===== config.mk =====
export PLATFORM = sky130hd
export DESIGN_NAME = biquad_df2t_filter_top
export DESIGN_NICKNAME = d
export VERILOG_FILES = /design/src/rtl/bqd_pkg.sv /design/src/rtl/bqd_coef_regs.sv /design/src/rtl/bqd_mac.sv /design/src/rtl/biquad_df2t_filter_top.sv
export VERILOG_INCLUDE_DIRS = /design/src /design/src/rtl
export SDC_FILE = /design/constraint.sdc
export NUM_CORES = 2
export LEC_CHECK = 0
export BUFFER_PORTS_ARGS = -buffer_cell sky130_fd_sc_hd__buf_2
export CORE_MARGIN = 3
export CORE_UTILIZATION = 35
export CTS_CLUSTER_SIZE = 10
export DETAILED_ROUTE_END_ITERATION = 8
export PLACE_DENSITY_LB_ADDON = 0.12
export SYNTH_ARGS = -nofsm -noshare
export SYNTH_HDL_FRONTEND = slang
export SYNTH_SLANG_ARGS = --single-unit

===== constraint.sdc =====
create_clock -name i_clk -period 20 [get_ports i_clk]
set_input_delay 6 -clock i_clk [delete_from_list [all_inputs] [get_ports i_clk]]
set_output_delay 6 -clock i_clk [all_outputs]
set_load 0.02 [all_outputs]

===== src/rtl/biquad_df2t_filter_top_defines.svh =====
// Assertion macros for the biquad filter RTL.
// Included by files that carry concurrent checks; no other dependencies.
`ifndef BIQUAD_DF2T_FILTER_TOP_DEFINES_SVH
`define BIQUAD_DF2T_FILTER_TOP_DEFINES_SVH
`ifndef SYNTHESIS
`define BQD_ASSERT(lbl, clk, rst_n, prop, msg) \
    lbl: assert property (@(posedge clk) disable iff (!rst_n) prop) else $error(msg);
`define BQD_ASSERT_NEVER(lbl, clk, rst_n, cond, msg) \
    lbl: assert property (@(posedge clk) disable iff (!rst_n) !(cond)) else $error(msg);
`else
`define BQD_ASSERT(lbl, clk, rst_n, prop, msg)
`define BQD_ASSERT_NEVER(lbl, clk, rst_n, cond, msg)
`endif
`endif


===== src/rtl/bqd_pkg.sv =====
// Shared constants and types for the biquad filter.
// No dependencies; used by every RTL module of the block.
`default_nettype none

package bqd_pkg;

    localparam int SAMPLE_BITS     = 24;
    localparam int COEF_FRAC_BITS  = 28;
    localparam int COEF_BITS       = 32;
    localparam int STATE_BITS      = 48;
    localparam int PROD_SHIFT      = 12;
    localparam int STATE_FRAC_BITS = COEF_FRAC_BITS - PROD_SHIFT;
    localparam int PROD_BITS       = COEF_BITS + SAMPLE_BITS;
    localparam int SCALED_BITS     = PROD_BITS - PROD_SHIFT;
    localparam int ACC_BITS        = ((SCALED_BITS > STATE_BITS) ? SCALED_BITS : STATE_BITS) + 2;
    localparam int ROUND_BITS      = ACC_BITS - STATE_FRAC_BITS;
    localparam int NUM_COEFS       = 5;
    localparam int CFG_INDEX_BITS  = 3;

    localparam logic [COEF_BITS-1:0] COEF_ONE =
        {{(COEF_BITS-COEF_FRAC_BITS-1){1'b0}}, 1'b1, {COEF_FRAC_BITS{1'b0}}};

    typedef enum logic [CFG_INDEX_BITS-1:0] {
        COEF_B0 = CFG_INDEX_BITS'(0),
        COEF_B1 = CFG_INDEX_BITS'(1),
        COEF_B2 = CFG_INDEX_BITS'(2),
        COEF_A1 = CFG_INDEX_BITS'(3),
        COEF_A2 = CFG_INDEX_BITS'(4)
    } t_coef_idx;

    typedef struct packed {
        logic      en;
        t_coef_idx sel;
        logic      use_y;
    } t_mac_cmd;

endpackage

`default_nettype wire


===== src/rtl/bqd_coef_regs.sv =====
// Coefficient register file with write port and one selected read.
// Depends on bqd_pkg.
`default_nettype none

module bqd_coef_regs (
    input  wire logic                                  i_clk,
    input  wire logic                                  i_rst_n,
    input  wire logic                                  i_cfg_valid,
    output logic                                       o_cfg_ready,
    input  wire logic [bqd_pkg::CFG_INDEX_BITS-1:0]    i_cfg_index,
    input  wire logic [bqd_pkg::COEF_BITS-1:0]         i_cfg_data,
    input  wire bqd_pkg::t_coef_idx                    i_sel,
    output logic [bqd_pkg::COEF_BITS-1:0]              o_coef
);

    logic [bqd_pkg::COEF_BITS-1:0] r_coef [bqd_pkg::NUM_COEFS];

    assign o_cfg_ready = 1'b1;

    always_ff @(posedge i_clk) begin
        if (!i_rst_n) begin
            r_coef[0] <= bqd_pkg::COEF_ONE;
            r_coef[1] <= '0;
            r_coef[2] <= '0;
            r_coef[3] <= '0;
            r_coef[4] <= '0;
        end else if (i_cfg_valid) begin
            case (i_cfg_index)
                bqd_pkg::COEF_B0: r_coef[0] <= i_cfg_data;
                bqd_pkg::COEF_B1: r_coef[1] <= i_cfg_data;
                bqd_pkg::COEF_B2: r_coef[2] <= i_cfg_data;
                bqd_pkg::COEF_A1: r_coef[3] <= i_cfg_data;
                bqd_pkg::COEF_A2: r_coef[4] <= i_cfg_data;
                default: ;
            endcase
        end
    end

    always_comb begin
        case (i_sel)
            bqd_pkg::COEF_B0: o_coef = r_coef[0];
            bqd_pkg::COEF_B1: o_coef = r_coef[1];
            bqd_pkg::COEF_B2: o_coef = r_coef[2];
            bqd_pkg::COEF_A1: o_coef = r_coef[3];
            bqd_pkg::COEF_A2: o_coef = r_coef[4];
            default:          o_coef = '0;
        endcase
    end

endmodule

`default_nettype wire


===== src/rtl/bqd_mac.sv =====
// Shared signed multiplier with registered product.
// Depends on bqd_pkg.
`default_nettype none

module bqd_mac (
    input  wire logic                                i_clk,
    input  wire bqd_pkg::t_mac_cmd                   i_cmd,
    input  wire logic [bqd_pkg::COEF_BITS-1:0]       i_coef,
    input  wire logic [bqd_pkg::SAMPLE_BITS-1:0]     i_x,
    input  wire logic [bqd_pkg::SAMPLE_BITS-1:0]     i_y,
    output logic signed [bqd_pkg::PROD_BITS-1:0]     o_prod
);

    logic [bqd_pkg::SAMPLE_BITS-1:0] w_op;
    logic signed [bqd_pkg::PROD_BITS-1:0] r_prod;

    assign w_op   = i_cmd.use_y ? i_y : i_x;
    assign o_prod = r_prod;

    always_ff @(posedge i_clk) begin
        if (i_cmd.en) begin
            r_prod <= $signed(i_coef) * $signed(w_op);
        end
    end

endmodule

`default_nettype wire


===== src/rtl/biquad_df2t_filter_top.sv =====
// Biquad IIR section, transposed direct form II, on one shared multiplier.
// Depends on bqd_pkg, bqd_coef_regs, bqd_mac and the assertion macro header.
//
// Usage:
//   Input channel: i_in_valid / o_in_stall carry i_sample_in and i_clear.
//   Output channel: o_out_valid / i_out_stall carry o_sample_out, o_saturated.
//   Config channel: i_cfg_valid / o_cfg_ready write coefficient i_cfg_index
//   (b0, b1, b2, a1, a2) with i_cfg_data; write only while the filter is idle.
//   Each sample runs eight steps on the single multiplier and accumulator,
//   and its word is loaded into the output register in the last step; the
//   block accepts a new sample only in that last step or while idle.
//   The input is taken again in the last step, so back-to-back samples
//   stream with no idle step between them while the output is not stalled.
//   If the receiver stalls, the finished word holds in the output register
//   and the next sample is still accepted; its last step waits until the
//   output register is free.
//   Reset loads pass-through coefficients (b0 = 1.0) and clears both delay
//   states and the output valid.
`default_nettype none
`include "biquad_df2t_filter_top_defines.svh"

module biquad_df2t_filter_top (
    input  wire logic                                i_clk,
    input  wire logic                                i_rst_n,
    input  wire logic                                i_in_valid,
    output logic                                     o_in_stall,
    input  wire logic [bqd_pkg::SAMPLE_BITS-1:0]     i_sample_in,
    input  wire logic                                i_clear,
    output logic                                     o_out_valid,
    input  wire logic                                i_out_stall,
    output logic [bqd_pkg::SAMPLE_BITS-1:0]          o_sample_out,
    output logic                                     o_saturated,
    input  wire logic                                i_cfg_valid,
    output logic                                     o_cfg_ready,
    input  wire logic [bqd_pkg::CFG_INDEX_BITS-1:0]  i_cfg_index,
    input  wire logic [bqd_pkg::COEF_BITS-1:0]       i_cfg_data
);

    localparam int SB  = bqd_pkg::SAMPLE_BITS;
    localparam int AB  = bqd_pkg::ACC_BITS;
    localparam int STB = bqd_pkg::STATE_BITS;
    localparam int RB  = bqd_pkg::ROUND_BITS;
    localparam int SF  = bqd_pkg::STATE_FRAC_BITS;
    localparam int PB  = bqd_pkg::PROD_BITS;
    localparam int PS  = bqd_pkg::PROD_SHIFT;
    localparam int SCB = bqd_pkg::SCALED_BITS;

    typedef enum logic [8:0] {
        S_IDLE     = 9'b000000001,
        S_MUL_B0   = 9'b000000010,
        S_ACC_D1   = 9'b000000100,
        S_ROUND_Y  = 9'b000001000,
        S_ACC_D2   = 9'b000010000,
        S_SUB_A1   = 9'b000100000,
        S_STORE_D1 = 9'b001000000,
        S_SUB_A2   = 9'b010000000,
        S_STORE_D2 = 9'b100000000
    } t_state;

    t_state r_state, n_state;

    logic [SB-1:0]  r_x, r_y, r_sample_out;
    logic [AB-1:0]  r_acc;
    logic [STB-1:0] r_d1, r_d2;
    logic           r_sat, n_sat, r_saturated, r_out_valid, n_out_valid;

    bqd_pkg::t_mac_cmd              w_cmd;
    logic [bqd_pkg::COEF_BITS-1:0]  w_coef;
    logic signed [PB-1:0]           w_prod;

    logic          w_in_ready, w_accept;
    logic          w_sub, w_acc_load, w_y_load, w_d1_load, w_out_load;
    logic [AB-1:0] w_add_a, w_sc_ext, w_sum;
    logic          w_cin;
    logic [RB-1:0] w_yr;
    logic          w_y_clip, w_st_clip;
    logic [SB-1:0] w_y_sat;
    logic [STB-1:0] w_st_sat;

    bqd_coef_regs u_coef_regs (
        .i_clk       (i_clk),
        .i_rst_n     (i_rst_n),
        .i_cfg_valid (i_cfg_valid),
        .o_cfg_ready (o_cfg_ready),
        .i_cfg_index (i_cfg_index),
        .i_cfg_data  (i_cfg_data),
        .i_sel       (w_cmd.sel),
        .o_coef      (w_coef)
    );

    bqd_mac u_mac (
        .i_clk  (i_clk),
        .i_cmd  (w_cmd),
        .i_coef (w_coef),
        .i_x    (r_x),
        .i_y    (r_y),
        .o_prod (w_prod)
    );

    always_comb begin
        n_state    = r_state;
        w_in_ready = 1'b0;
        w_cmd.en   = 1'b0;
        w_cmd.sel  = bqd_pkg::COEF_B0;
        w_cmd.use_y = 1'b0;
        w_add_a    = r_acc;
        w_sub      = 1'b0;
        w_acc_load = 1'b0;
        w_y_load   = 1'b0;
        w_d1_load  = 1'b0;
        w_out_load = 1'b0;
        case (r_state)
            S_IDLE: begin
                w_in_ready = 1'b1;
                if (i_in_valid) begin
                    n_state = S_MUL_B0;
                end
            end
            S_MUL_B0: begin
                w_cmd.en  = 1'b1;
                w_cmd.sel = bqd_pkg::COEF_B0;
                n_state   = S_ACC_D1;
            end
            S_ACC_D1: begin
                w_add_a    = {{(AB-STB){r_d1[STB-1]}}, r_d1};
                w_acc_load = 1'b1;
                n_state    = S_ROUND_Y;
            end
            S_ROUND_Y: begin
                w_y_load  = 1'b1;
                w_cmd.en  = 1'b1;
                w_cmd.sel = bqd_pkg::COEF_B1;
                n_state   = S_ACC_D2;
            end
            S_ACC_D2: begin
                w_add_a     = {{(AB-STB){r_d2[STB-1]}}, r_d2};
                w_acc_load  = 1'b1;
                w_cmd.en    = 1'b1;
                w_cmd.sel   = bqd_pkg::COEF_A1;
                w_cmd.use_y = 1'b1;
                n_state     = S_SUB_A1;
            end
            S_SUB_A1: begin
                w_sub      = 1'b1;
                w_acc_load = 1'b1;
                w_cmd.en   = 1'b1;
                w_cmd.sel  = bqd_pkg::COEF_B2;
                n_state    = S_STORE_D1;
            end
            S_STORE_D1: begin
                w_d1_load   = 1'b1;
                w_add_a     = '0;
                w_acc_load  = 1'b1;
                w_cmd.en    = 1'b1;
                w_cmd.sel   = bqd_pkg::COEF_A2;
                w_cmd.use_y = 1'b1;
                n_state     = S_SUB_A2;
            end
            S_SUB_A2: begin
                w_sub      = 1'b1;
                w_acc_load = 1'b1;
                n_state    = S_STORE_D2;
            end
            S_STORE_D2: begin
                if (!r_out_valid || !i_out_stall) begin
                    w_out_load = 1'b1;
                    w_in_ready = 1'b1;
                    n_state    = i_in_valid ? S_MUL_B0 : S_IDLE;
                end
            end
            default: begin
                n_state = S_IDLE;
            end
        endcase
    end

    assign w_accept   = i_in_valid && w_in_ready;
    assign o_in_stall = !w_in_ready;

    // rounded product: floor(p / 2^PS) plus bit PS-1, folded into the carry-in
    assign w_sc_ext = {{(AB-SCB){w_prod[PB-1]}}, w_prod[PB-1:PS]};
    assign w_cin    = w_sub ? !w_prod[PS-1] : w_prod[PS-1];
    assign w_sum    = w_add_a + (w_sub ? ~w_sc_ext : w_sc_ext) + {{(AB-1){1'b0}}, w_cin};

    assign w_yr     = r_acc[AB-1:SF] + {{(RB-1){1'b0}}, r_acc[SF-1]};
    assign w_y_clip = !((&w_yr[RB-1:SB-1]) || !(|w_yr[RB-1:SB-1]));
    assign w_y_sat  = w_y_clip ? {w_yr[RB-1], {(SB-1){!w_yr[RB-1]}}} : w_yr[SB-1:0];

    assign w_st_clip = !((&r_acc[AB-1:STB-1]) || !(|r_acc[AB-1:STB-1]));
    assign w_st_sat  = w_st_clip ? {r_acc[AB-1], {(STB-1){!r_acc[AB-1]}}} : r_acc[STB-1:0];

    always_comb begin
        n_sat = r_sat;
        if (w_y_load) begin
            n_sat = r_sat | w_y_clip;
        end
        if (w_d1_load) begin
            n_sat = r_sat | w_st_clip;
        end
        if (w_accept) begin
            n_sat = 1'b0;
        end
    end

    assign n_out_valid = w_out_load || (r_out_valid && i_out_stall);

    always_ff @(posedge i_clk) begin
        if (!i_rst_n) begin
            r_state     <= S_IDLE;
            r_sat       <= 1'b0;
            r_out_valid <= 1'b0;
            r_d1        <= '0;
            r_d2        <= '0;
        end else begin
            r_state     <= n_state;
            r_sat       <= n_sat;
            r_out_valid <= n_out_valid;
            if (w_accept && i_clear) begin
                r_d1 <= '0;
                r_d2 <= '0;
            end else begin
                if (w_d1_load) begin
                    r_d1 <= w_st_sat;
                end
                if (w_out_load) begin
                    r_d2 <= w_st_sat;
                end
            end
        end
    end

    always_ff @(posedge i_clk) begin
        if (w_accept) begin
            r_x <= i_sample_in;
        end
        if (w_acc_load) begin
            r_acc <= w_sum;
        end
        if (w_y_load) begin
            r_y <= w_y_sat;
        end
        if (w_out_load) begin
            r_sample_out <= r_y;
            r_saturated  <= r_sat | w_st_clip;
        end
    end

    assign o_out_valid  = r_out_valid;
    assign o_sample_out = r_sample_out;
    assign o_saturated  = r_saturated;

    `BQD_ASSERT(a_accept_starts, i_clk, i_rst_n, w_accept |=> (r_state == S_MUL_B0), "accepted sample did not start the multiply sequence")
    `BQD_ASSERT(a_clear_zeroes, i_clk, i_rst_n, (w_accept && i_clear) |=> (r_d1 == '0 && r_d2 == '0), "clear did not zero the delay states")
    `BQD_ASSERT(a_out_from_store, i_clk, i_rst_n, $rose(r_out_valid) |-> $past(r_state == S_STORE_D2), "output word appeared outside the final step")
    `BQD_ASSERT_NEVER(a_no_mid_accept, i_clk, i_rst_n, w_accept && r_state != S_IDLE && r_state != S_STORE_D2, "sample accepted in the middle of a sequence")

endmodule

`default_nettype wire


Word level (Yosys, flattened, before mapping)
Memory sizes are Yosys's and may differ from the RTL's. Index checks and enable logic that the tools add are counted.

ROM bits: 0. Register bits: 286. Output and inout port bits: 28. Bits in latches: 0. Memories kept: 1. Input port bits: 65. Bits in writable memories: 160.

Reductions and logical operators: 30. Bitwise gates (word level): 9. Muxes and demuxes: 48. Multiply operators: 1. Shift operators: 0. Order comparisons: 0. Div/mod/pow operators: 0. Add/subtract/negate cells: 3. Equal/unequal tests: 19.

Memory list: u_coef_regs.r_coef (words 5, width 32, read ports 5, clocked after Yosys merged registers in 0, write ports 5, line bqd_coef_regs.sv:16) `logic [bqd_pkg::COEF_BITS-1:0] r_coef [bqd_pkg::NUM_COEFS];`.

Operator list (count): 2-to-1 mux 32 bit (5); case mux 32 bit (5 select lines) (1); case mux 50 bit (3 select lines) (1); case mux 9 bit (9 select lines) (1); multiplier 32 x 24 -> 56 bit (1); adder 50 x 1 -> 50 bit (1); adder 50 bit (1); 2-to-1 mux 50 bit (1); NOT 50 bit (1); 2-to-1 mux 24 bit (2); 2-to-1 mux 48 bit (1); adder 34 x 1 -> 34 bit (1); 2-to-1 mux 1 bit (31); case mux 4 bit (5 select lines) (1); 2-to-1 mux 9 bit (2); == test 3 x 2 -> 1 bit, second input constant (4); AND reduction 11 bit (1); OR reduction 11 bit (1); logical NOT 1 bit (10); == test 9 x 1 -> 1 bit, second input constant (1); == test 9 x 2 -> 1 bit, second input constant (1); == test 9 x 3 -> 1 bit, second input constant (1); == test 9 x 4 -> 1 bit, second input constant (1); == test 9 x 5 -> 1 bit, second input constant (1); 20 further kinds (38).

Longest topological paths before layout
Depth in word-level cells: 8. Gate-level depth with buffers: 36.

Hierarchy
A second synthesis with hierarchy kept.

Cell total of the unflattened synthesis: 4842. Area total of the unflattened synthesis: 48662.9 um^2.

Modules (own cells, without submodules): bqd_mac (cells an instance 3022, area an instance 29004.1 um^2, seq. area each 1681.6 um^2, instances 1); biquad_df2t_filter_top (cells an instance 1453, area an instance 13185.1 um^2, seq. area each 5835.6 um^2, instances 1); bqd_coef_regs (cells an instance 367, area an instance 6473.7 um^2, seq. area each 4804.6 um^2, instances 1).

Worst setup path after synthesis
No wires, ideal clock.

Path type: input-to-output. Start: in i_out_stall. End: out o_in_stall. Setup slack: 7.619 ns. Arrival time: 6.381 ns. Cell stages on the path: 3. Cells stage by stage: a21oi_1 o21a_1 inv_1.

Cells in the longest elaborated chain, start to end: 5.

RTL lines: start: declaration (line biquad_df2t_filter_top.sv:30) `input wire logic i_out_stall,`; logical NOT 1 bit (line biquad_df2t_filter_top.sv:165) `if (!r_out_valid || !i_out_stall) begin`; logical OR 1 bit (line biquad_df2t_filter_top.sv:165); 2-to-1 mux 1 bit (line biquad_df2t_filter_top.sv:165); case mux 1 bit (2 select lines) (line biquad_df2t_filter_top.sv:112) `case (r_state)`; logical NOT 1 bit (line biquad_df2t_filter_top.sv:178) `assign o_in_stall = !w_in_ready;`; end: declaration (line biquad_df2t_filter_top.sv:26) `output logic o_in_stall,`.

No other way between the ends.

Worst setup path in the final report
Ends and elaborated chain as after synthesis.

==> summary.txt <==
Synthesis
  – Yosys top cell area share: 33.6%
  – Leading area contributor after synthesis: fa_1
  – Synth area leaders: fa_1 (34%), edfxtp_1 (21%), inv_1 (7.0%)
  – Predominant post-synthesis flop cell: edfxtp_1
  – Count leader, synth: inv_1
  – Netlist cell types: 83
  – Post-synth net total: 5927
  – Cells after synthesis: 4882
  – Synth Cell Area: 46700 um^2
  – Yosys reg bits: 435
  – Avg Inst Size Synth: 9.57 um^2
  – Post-synth EDFFs: 328
  – Synth warn: 0
  – Sequential area share after synthesis: 25.7%
  – Synth async-reset ratio: 0%
  – Commonest cells post-synth: inv_1 (872), fa_1 (784), nand2_1 (709), nor2_1 (538), edfxtp_1 (328)

Hold path
  – Hold path endpoint: r_d2[47]
  – Type of the tightest min-delay check: flip-flop to flip-flop
  – WHS Path Cells: 2
  – Hold Startpoint: r_d2[47]

Route
  – Vias: 34100
  – Pre-antenna DRT Iters: 8
  – Max layer used: met4
  – Met3 Routed Length: 10300 um
  – Routed WL: 154000 um
  – Wire length on met2: 71600 um
  – Antenna-violating nets left: 0
  – Avg Vias per Cell: 5.12
  – DRT iter0 DRCs: 2643
  – Wl on met1: 67900 um
  – Routed wire per std cell: 23.1 um
  – DRC: 0

Worst setup path
  – R2r endpoint: u_mac.o_prod[55]
  – Req. time, crit path: 14.00 ns
  – Arrival time at the worst endpoint: 6.60 ns
  – Buf/Inv on CP: 3
  – CP delay by family, top: buffers and inverters
  – Crit path largest cell delay: 0.16 ns
  – CP startpoint kind: input pin
  – Setup CP Type: input pin to output port
  – Crit Path Max Fanout: 4
  – Cell depth of the worst setup path: 5
  – Slowest-stage cell, CP: buf_2
  – Setup crit end kind: output port
  – Most used cell, CP: buf_2
  – Cell chain of the critical path: buf_2, a21oi_1, o21a_1, inv_1, buf_2
  – R2R setup slack: 9.20 ns
  – R2r startpoint: r_state[4]
  – Reg2Reg Depth: 31

Layout
  – Area grow syn2layout: 8.91%
  – Multi-input logic area: 30700 um^2
  – Final Instance Area: 50900 um^2
  – Share of cells above drive strength 1: 6.56%
  – Nets: 5919
  – Register area: 12000 um^2
  – Filler instances: 13200
  – Diodes inserted: 0

Global routing
  – Vias in the first global route: 35200
  – Largest net degree at the start of global routing: 96
  – Global-route wire length before repair: 230000 um
  – All-Layer GR Usage: 22.6%
  – Remaining Overflow, GRT: 0
  – Initial antenna violation count: 2

Clock network
  – CTS Root Cell: clkbuf_16
  – Clk Latency, worst-skew pair: 0.66 ns
  – Post-cts gate resize count: 0
  – Clock sink count: 435
  – Setup bufs post-CTS: 0
  – Cts-stage hold buffer count: 0
  – CTS tree: yes
  – Max clock buf depth: 3
  – Number of H-tree levels: 2
  – Clock-pin slew on the worst setup and hold paths: 0.06 ns
  – Cts bufs inserted: 54

Die
  – IO Pins: 93
  – Initial Util: 35.4%
  – Core area: 132000 um^2
  – Die Height: 371 um
  – Die width: 371 um
  – DIE AREA: 138000 um^2
  – # rows: 133

STA
  – Fmax: 79.4 MHz
  – Minimum clock period: 12.60 ns
  – Relative slew slack: 22.9%
  – Pins over their slew limit: 0
  – Slew @ Worst Pin: 1.15 ns
  – Post-Route Setup TNS: 0 ns
  – Part of the cycle the worst path needs: 63.0%
  – Final Skew: 0.0770 ns
  – RSZ-0062 raised after global routing: false
  – Final Hold Viols: 0
  – Setup-failing EPs final: 0

Run status
  – Outcome: finished clean

Placed design
  – Gp weighted congestion: 0.864
  – Area post-placement: 49300 um^2
  – Hpwl dp: 115000 um
  – Port Buffers: 91

Run
  – Max-Cap Viols: 0
-- cell families (layout without fill, tap and decap cells) --
group	count (synthesis)	after routing	share of synthesized area [%]
other	1	1	0.00803
AO/OA/AOI/OAI	616	616	8.53
AND/OR/NAND/NOR	1530	1530	13.9
flip-flops	435	435	25.7
buffers and inverters	1111	1139	8.99
adder cells (fa/ha/maj)	980	980	38.8
multiplexers	43	43	0.983
XOR/XNOR	166	166	3.13
-- through the flow --
step / instances / worst slack [ns] / util (%) / hold WS (ns)
floorplan: 4882 / 7.62 / - / 0.420
global placement: 6573 / 7.36 / 37.3 / 0.443
detailed placement: 6573 / 7.40 / 37.3 / 0.449
CTS: 6665 / 7.40 / 38.6 / 0.457
global route: 6665 / 7.34 / 38.6 / 0.482
finish: 6665 / 7.40 / 38.6 / 0.461
-- registers in the layout, indices dropped and copies added (netlist names) --
name                count
r_acc                  50
o_sample_out           24
r_d2                   48
u_mac.o_prod           45
r_d1                   48
r_sat                   1
r_state                 9
o_out_valid             1
r_x                    24
u_coef_regs.r_coef    160
r_y                    24
o_saturated             1
-- placed cells by master (no fill, tap or decap), types with 8 or more instances in the layout --
cell type  instances
xor2_1            47
o21a_1            15
clkbuf_16         55
and3_1            50
mux2i_1            8
buf_2             91
a21o_1            88
buf_4             84
a22oi_1           48
o21bai_1          17
nor2_1           536
nor2b_1            8
edfxtp_1         328
o21ai_1           12
o21ai_0           84
nand3_1           73
a222oi_1          30
a31oi_1           31
mux2i_2            9
and2_1            46
fa_1             784
a211oi_1          12
nand2b_1          16
mux2_2            22
dfxtp_1          107
a21oi_1          216
clkbuf_1          19
nor3_1            16
inv_1            871
nand4_1           22
ha_1             196
nand2_1          705
xnor2_1          118
-- tightest hold or removal path, delay by kind of cell, from the launching register on --
kind | cells | cell delay (ns)
AND/OR/NAND/NOR | 1 | 0.05
AO/OA/AOI/OAI | 1 | 0.06
flip-flops | 1 | 0.31
-- area by class of cell --
| class | count | share of cell area (%) |
|---|---|---|
| Clock inverter | 13 | 0.199 |
| Inverter | 872 | 6.43 |
| Tap cell | 1755 | 4.31 |
| Multi-Input combinational cell | 3336 | 60.4 |
| Sequential cell | 435 | 23.6 |
| Timing Repair Buffer | 175 | 2.13 |
| Clock buffer | 79 | 2.98 |
-- worst max-delay path by stage --
| stage | end | slack, ns | from |
|---|---|---|---|
| global placement | o_in_stall | 7.36 | i_out_stall |
| finish | o_in_stall | 7.40 | i_out_stall |
| CTS | o_in_stall | 7.40 | i_out_stall |
| detailed placement | o_in_stall | 7.40 | i_out_stall |
| floorplan | o_in_stall | 7.62 | i_out_stall |
| global route | o_in_stall | 7.34 | i_out_stall |
-- routing by layer --
metal	up-vias	global-route usage, %
li1	15300	-
met1	17500	30.9
met2	1041	37.1
met3	208	4.07
met4	0	5.90
met5	-	0
Power is left out: the tool's default activity adds up to more than one toggle a clock period on the data nets, which glitch-free logic cannot reach.
